### src/hw/rtl/sacl_pkg.sv
package sacl_pkg;

  typedef enum logic [1:0] {
    FUNC_LOAD   = 2'd0,
    FUNC_STORE  = 2'd1,
    FUNC_MODIFY = 2'd2,
    FUNC_INSTR  = 2'd3
  } sacl_func_e;

  localparam logic [1:0] CFG_SET_BITS    = 2'd0;
  localparam logic [1:0] CFG_BLOCK_BITS  = 2'd1;
  localparam logic [1:0] CFG_WAYS_IN_USE = 2'd2;

  localparam int CfgIdxWidth  = 2;
  localparam int CfgDataWidth = 5;

  localparam logic [2:0] SET_BITS_RST    = 3'd4;
  localparam logic [4:0] BLOCK_BITS_RST  = 5'd4;
  localparam logic [3:0] WAYS_IN_USE_RST = 4'd8;

  typedef struct packed {
    logic [1:0]  func;
    logic [31:0] address;
  } sacl_in_t;

  typedef struct packed {
    logic        hit;
    logic        miss;
    logic        evict;
    logic        last;
    logic [31:0] hit_total;
    logic [31:0] miss_total;
    logic [31:0] evict_total;
  } sacl_out_t;

  typedef struct packed {
    logic hit;
    logic miss;
    logic evict;
  } sacl_res_t;

endpackage

### src/hw/rtl/sacl_way_logic.sv
module sacl_way_logic #(
  parameter int MAX_WAYS   = 8,
  parameter int ADDR_WIDTH = 32,
  parameter int RANK_W     = 3
) (
  input  logic [3:0]                           ways_cfg_i,
  input  logic [ADDR_WIDTH-1:0]                tag_i,
  input  logic [MAX_WAYS-1:0]                  valid_i,
  input  logic [MAX_WAYS-1:0][ADDR_WIDTH-1:0]  tag_row_i,
  input  logic [MAX_WAYS-1:0][RANK_W-1:0]      rank_i,
  output sacl_pkg::sacl_res_t                  res_o,
  output logic [MAX_WAYS-1:0]                  valid_o,
  output logic [MAX_WAYS-1:0][ADDR_WIDTH-1:0]  tag_row_o,
  output logic [MAX_WAYS-1:0][RANK_W-1:0]      rank_o
);

  import sacl_pkg::*;

  localparam int WayIw = (MAX_WAYS > 1) ? $clog2(MAX_WAYS) : 1;
  localparam logic [RANK_W-1:0] MaxRank = RANK_W'(MAX_WAYS - 1);
  localparam logic [4:0] MaxWays = 5'(MAX_WAYS);

  logic [4:0]          ways_c;
  logic [MAX_WAYS-1:0] in_use;
  logic [MAX_WAYS-1:0] match;
  logic [MAX_WAYS-1:0] free;
  logic [WayIw-1:0]    hit_w;
  logic [WayIw-1:0]    free_w;
  logic [WayIw-1:0]    vic_w;
  logic [WayIw-1:0]    sel_w;
  logic                hit;
  logic                has_free;
  logic                filled;
  logic [RANK_W-1:0]   old_rank;

  always_comb begin
    if (ways_cfg_i == 4'd0) begin
      ways_c = 5'd1;
    end else if ({1'b0, ways_cfg_i} > MaxWays) begin
      ways_c = MaxWays;
    end else begin
      ways_c = {1'b0, ways_cfg_i};
    end
  end

  always_comb begin
    for (int j = 0; j < MAX_WAYS; j++) begin
      in_use[j] = 5'(j) < ways_c;
      match[j]  = in_use[j] && valid_i[j] && (tag_row_i[j] == tag_i);
      free[j]   = in_use[j] && !valid_i[j];
    end
  end

  always_comb begin
    hit_w  = '0;
    free_w = '0;
    for (int j = MAX_WAYS - 1; j >= 0; j--) begin
      if (match[j]) begin
        hit_w = WayIw'(j);
      end
      if (free[j]) begin
        free_w = WayIw'(j);
      end
    end
  end

  // largest rank, lowest way on a tie
  always_comb begin
    vic_w = '0;
    for (int j = 1; j < MAX_WAYS; j++) begin
      if (in_use[j] && (rank_i[j] > rank_i[vic_w])) begin
        vic_w = WayIw'(j);
      end
    end
  end

  assign hit      = |match;
  assign has_free = |free;
  assign filled   = !hit;

  always_comb begin
    priority if (hit) begin
      sel_w = hit_w;
    end else if (has_free) begin
      sel_w = free_w;
    end else begin
      sel_w = vic_w;
    end
  end

  assign old_rank = rank_i[sel_w];

  always_comb begin
    for (int j = 0; j < MAX_WAYS; j++) begin
      valid_o[j]   = valid_i[j];
      tag_row_o[j] = tag_row_i[j];
      rank_o[j]    = rank_i[j];
      if (WayIw'(j) == sel_w) begin
        rank_o[j] = '0;
        if (filled) begin
          valid_o[j]   = 1'b1;
          tag_row_o[j] = tag_i;
        end
      end else if (in_use[j] && valid_i[j] && (filled || (rank_i[j] < old_rank)) &&
                   (rank_i[j] != MaxRank)) begin
        rank_o[j] = rank_i[j] + 1'b1;
      end
    end
  end

  assign res_o.hit   = hit;
  assign res_o.miss  = !hit;
  assign res_o.evict = !hit && !has_free;

endmodule

### config.mk
export PLATFORM = sky130hd
export DESIGN_NAME = sacl_way_logic
export DESIGN_NICKNAME = d
export VERILOG_FILES = /design/src/hw/rtl/sacl_pkg.sv /design/src/hw/rtl/sacl_way_logic.sv
export SDC_FILE = /design/constraint.sdc
export NUM_CORES = 1
export LEC_CHECK = 0
export BUFFER_PORTS_ARGS = -buffer_cell sky130_fd_sc_hd__buf_2
export CAP_MARGIN = 5
export CORE_AREA = 2 2 237 239
export DETAILED_ROUTE_END_ITERATION = 10
export DIE_AREA = 0 0 239 241
export SLEW_MARGIN = 20
export SYNTH_ARGS = -nofsm -noshare
export SYNTH_HDL_FRONTEND = slang
export SYNTH_SLANG_ARGS = --single-unit
### constraint.sdc
create_clock -name vclk -period 18.8
set_input_delay 0.94 -clock vclk [all_inputs]
set_output_delay 0.94 -clock vclk [all_outputs]
set_load 0.01 [all_outputs]
==> out/metrics.csv, run 1 <==
metric,value,unit
Final Hold Fails,0,
chip width,239,um
Placer Congestion,0.993,
final worst path period share,85.4,%
status,completed,
top post-synthesis cells by area,"mux2_2 (31%), xor2_1 (18%), ha_1 (5.9%)",
type of the worst setup path,primary input to output pin,
Slew headroom,24.8,%
cell mode on critical path,o21a_1,
synthesized net count,1583,
Final ANT Viol Nets,0,
Initial Utilization,17.4,%
CP max FO,12,
Max Freq,0.0623,GHz
CTS Hold Bufs,0,
crit path launch,rank_i[1],
vias,12400,
DR vias/cell,5.03,
commonest cells in the netlist,"mux2_2 (262), xor2_1 (200), nor2_1 (87)",
Critical Path RT,17.86,ns
Synth Instances,1214,
grt total ovfl,0,
leading area contributor after synthesis,mux2_2,
largest net degree at the start of global routing,34,
CP arrival,15.12,ns
syn avg cell area,7.86,um2
WL/cell,27.4,um
IO Port Bufs,615,
min Tclk post-route,16.06,ns
PD cells,43.9,nW/um2
sequential fraction of the synthesis area,0,%
first-pass GRT wire length,89200,um
post-route cell area,13200,um2
nets@finish,2115,
site row count,86,
setup bufs post-CTS,0,
CP max stage delay,0.74,ns
layout cell share with drive strength beyond 1,53.4,%
Worst Hold Class,primary input to output pin,
clock buffers,0,
sequential cell count,0,
Worst setup EP type,output pin,
Critical Path Sink,rank_o[3],
DRC,0,
Core ar.,54900,um2
CP Launch Type,primary input,
I/O Pins,615,
post-CTS sizing,0,
Initial DRC Count,1219,
Post-DP Area,13200,um2
Static Leak,5.95,nW
Die Y-Extent,241,um
filler instances,6217,
vias in the first global route,11300,
warnings from Yosys,0,
first-pass iteration count of the detailed router,5,
worst setup margin,2.74,ns
"Distinct cells, synth",64,
Total GRT Usage,21.9,%
final hold slack,2.22,ns
RSZ-0062 raised after global routing,no,
hold path depth,3,
Yosys top cell area share,30.9,%
Design Power,0.581,mW
most frequent cell after synthesis,mux2_2,
Netlist Area Pre-Place,9550,um2
# setup viols final,0,
"Max stage delay cell, worst path",a21oi_1,
initial antenna violation count,27,
die area,57600,um2
Worst-Margin Slew,1.12,ns
drt total wl,67700,um
TNS Setup,0,ns
Setup WS pre-CTS,2.95,ns
DP HPWL,57400,um
Area Growth Syn to Fin,38.7,%
FF/Latch Area,0,um2
worst vdd ir,27.6,uV
Final Max Slew Viols,0,
MaxCap Viol Count,0,
-- routing by layer --
| layer | GRT usage [%] | vias up | part of all wire, % |
|---|---|---|---|
| met3 | 5.03 | 127 | 9.2 |
| met4 | 6.72 | 20 | 3.5 |
| met1 | 29.1 | 5985 | 42 |
| li1 | - | 5528 | - |
| met5 | 0 | - | 0.19 |
| met2 | 35.0 | 755 | 45 |
-- per-stage QoR --
stage               std cells  util [%]
global route             2456      24.1
CTS                      2448      24.0
finish                   2470      24.1
floorplan                1214         -
detailed placement       2448      24.0
global placement         2448      24.0
-- layout by cell type, fill, tap and decap left out, drive strengths merged, types with 3 or more instances in the layout --
cell and count:
a21oi 38, or4 6, nand4b 7, a21o 5, nor3 24, mux2 262, inv 18, and3 4
ha 45, nand2b 9, a31oi 7, nor2b 14, mux2i 22, or2 7, o21a 16, nand4 34
o211ai 16, xor2 200, nand3 14, o211a 3, maj3 3, o21ai 31, nand2 54, nor4b 8
diode 22, nor4 69, xnor2 62, buf 636, a21boi 3, a211oi 10, nor2 87, a31o 3
a41oi 6
-- critical path: cells and delay by family --
family | cells | cell delay [ns]
AOI/OAI and AO/OA | 30 | 6.80
adders and majority gates | 8 | 2.35
buffers and inverters | 4 | 0.71
muxes | 3 | 1.12
and+or+nand+nor | 16 | 3.17
-- report_power, final --
| group | internal, mW | switching [mW] | leakage (nW) |
|---|---|---|---|
| Sequential | 0 | 0 | 0 |
| Clock | 0.0000000547 | 0 | 0.000139 |
| Combinational | 0.235 | 0.346 | 5.95 |
-- worst min path at each step --
stage,from,to,slack (ns)
after floorplan,valid_i[0],valid_o[0],1.99
after global placement,tag_row_i[125],tag_row_o[125],2.22
after detailed placement,tag_row_i[120],tag_row_o[120],2.21
after CTS,tag_row_i[125],tag_row_o[125],2.22
after global routing,tag_row_i[46],tag_row_o[46],2.23
final,tag_row_i[40],tag_row_o[40],2.22
-- area by class of cell --
type	instances	area [um2]	area share, %
inverters	18	67.6	0.510
multi-input cells	1090	9000	68.0
repair buffers	636	3240	24.4
well taps	704	881	6.66
diodes	22	55.1	0.416
-- cell families after synthesis --
family	synth area share, %
fa+ha+maj	6.24
buf+inv	6.17
mux	33.2
compound gates	10.5
simple gates	19.5
xor+xnor	24.4
(Power assumes the default switching activity.)
==> run 2, diff against run 1 <==
==> constraint.sdc (replaced) <==
create_clock -name vclk -period 18.8
set_input_delay 1.88 -clock vclk [all_inputs]
set_output_delay 1.88 -clock vclk [all_outputs]
set_load 0.01 [all_outputs]
==> run 2 against run 1 <==
First-iteration DRC count shrank 25%. Worst setup slack lost 1.4 ns. Hold slack gained 1.9 ns. Non-clock buffer count grew 4. Global-route usage grew 0.11 points. Critical path type unchanged.
==> out/metrics.csv, run 2 (synthesis gave the netlist of run 1 again) <==
metric,value,unit
status,completed,
sequential cell count,0,
Final ANT Viol Nets,0,
Worst Hold Class,primary input to output pin,
I/O Pins,615,
CP max stage delay,0.74,ns
Crit. path cell count,62,
clock buffers,0,
Final Hold Fails,0,
Worst setup EP type,output pin,
Final Max Slew Viols,0,
Worst-Margin Slew,1.13,ns
min Tclk post-route,17.41,ns
Core ar.,54900,um2
first-pass GRT wire length,89300,um
"delay-heaviest family, CP",compound AO/OA/AOI/OAI gates,
Initial Utilization,17.4,%
WL/cell,27.6,um
layout cell share with drive strength beyond 1,53.5,%
Die Y-Extent,241,um
DRC,0,
Critical Path RT,16.92,ns
first-pass iteration count of the detailed router,6,
type of the worst setup path,primary input to output pin,
vias in the first global route,11500,
drt total wl,68300,um
grt total ovfl,0,
nets@finish,2119,
post-CTS sizing,0,
Slew headroom,23.7,%
Total GRT Usage,22.0,%
RSZ-0062 raised after global routing,no,
final worst path period share,92.6,%
site row count,86,
"most common cell after layout, fill and taps aside",buf_2,
Area Growth Syn to Fin,38.8,%
"Max stage delay cell, worst path",a21oi_1,
DR vias/cell,5.02,
CP max FO,14,
Critical path buffers and inverters,5,
chip width,239,um
CP Launch Type,primary input,
Initial DRC Count,909,
vias,12400,
FF/Latch Area,0,um2
cell mode on critical path,o21a_1,
TNS Setup,0,ns
most frequent cells in the layout,"buf_2 (615), mux2_2 (262), xor2_1 (200), nor2_1 (87), nor4_1 (65)",
initial antenna violation count,33,
MaxCap Viol Count,0,
hold path depth,3,
largest net degree at the start of global routing,34,
CP arrival,15.53,ns
CTS Hold Bufs,0,
setup bufs post-CTS,0,
# setup viols final,0,
die area,57600,um2
IO Port Bufs,615,
Placer Congestion,0.961,
DP HPWL,57900,um
Max Freq,0.0574,GHz
-- run 2: through the flow --
step           utilization [%]  hold slack, ns  worst slack [ns]  std cells  instance area [um2]
2_1_floorplan                -            3.87              2.87       1214                 9550
4_1_cts                   24.1            4.10              1.56       2452                13200
6_report                  24.1            4.10              1.39       2471                13300
3_5_place_dp              24.1            4.10              1.61       2452                13200
3_3_place_gp              24.1            4.10              1.76       2452                13200
5_1_grt                   24.1            4.11             0.315       2460                13200
-- run 2: layout make-up --
cell class                      count  area (um2)
Antenna cell                       19        47.5
Fill cell                        6230       41600
Inverter                           18        67.6
Multi-Input combinational cell   1090        8990
Tap cell                          704         881
Timing Repair Buffer              640        3270
-- run 2: worst min-delay path, delay by kind of cell --
kind | cells | cell delay [ns]
buffers and inverters | 2 | 0.21
muxes | 1 | 0.13
-- run 2: layer usage --
metal | global-route usage, % | wire, um | vias to the layer above
met3 | 6.62 | 7160 | 144
li1 | - | - | 5540
met4 | 6.08 | 2150 | 28
met5 | 0 | 173 | -
met1 | 27.9 | 27600 | 5936
met2 | 36.1 | 31200 | 752
-- run 2: worst paths after layout --
check	start	to	slack (ns)
worst max-delay path	rank_i[1]	rank_o[6]	1.39
worst min-delay path	tag_row_i[105]	tag_row_o[105]	4.10
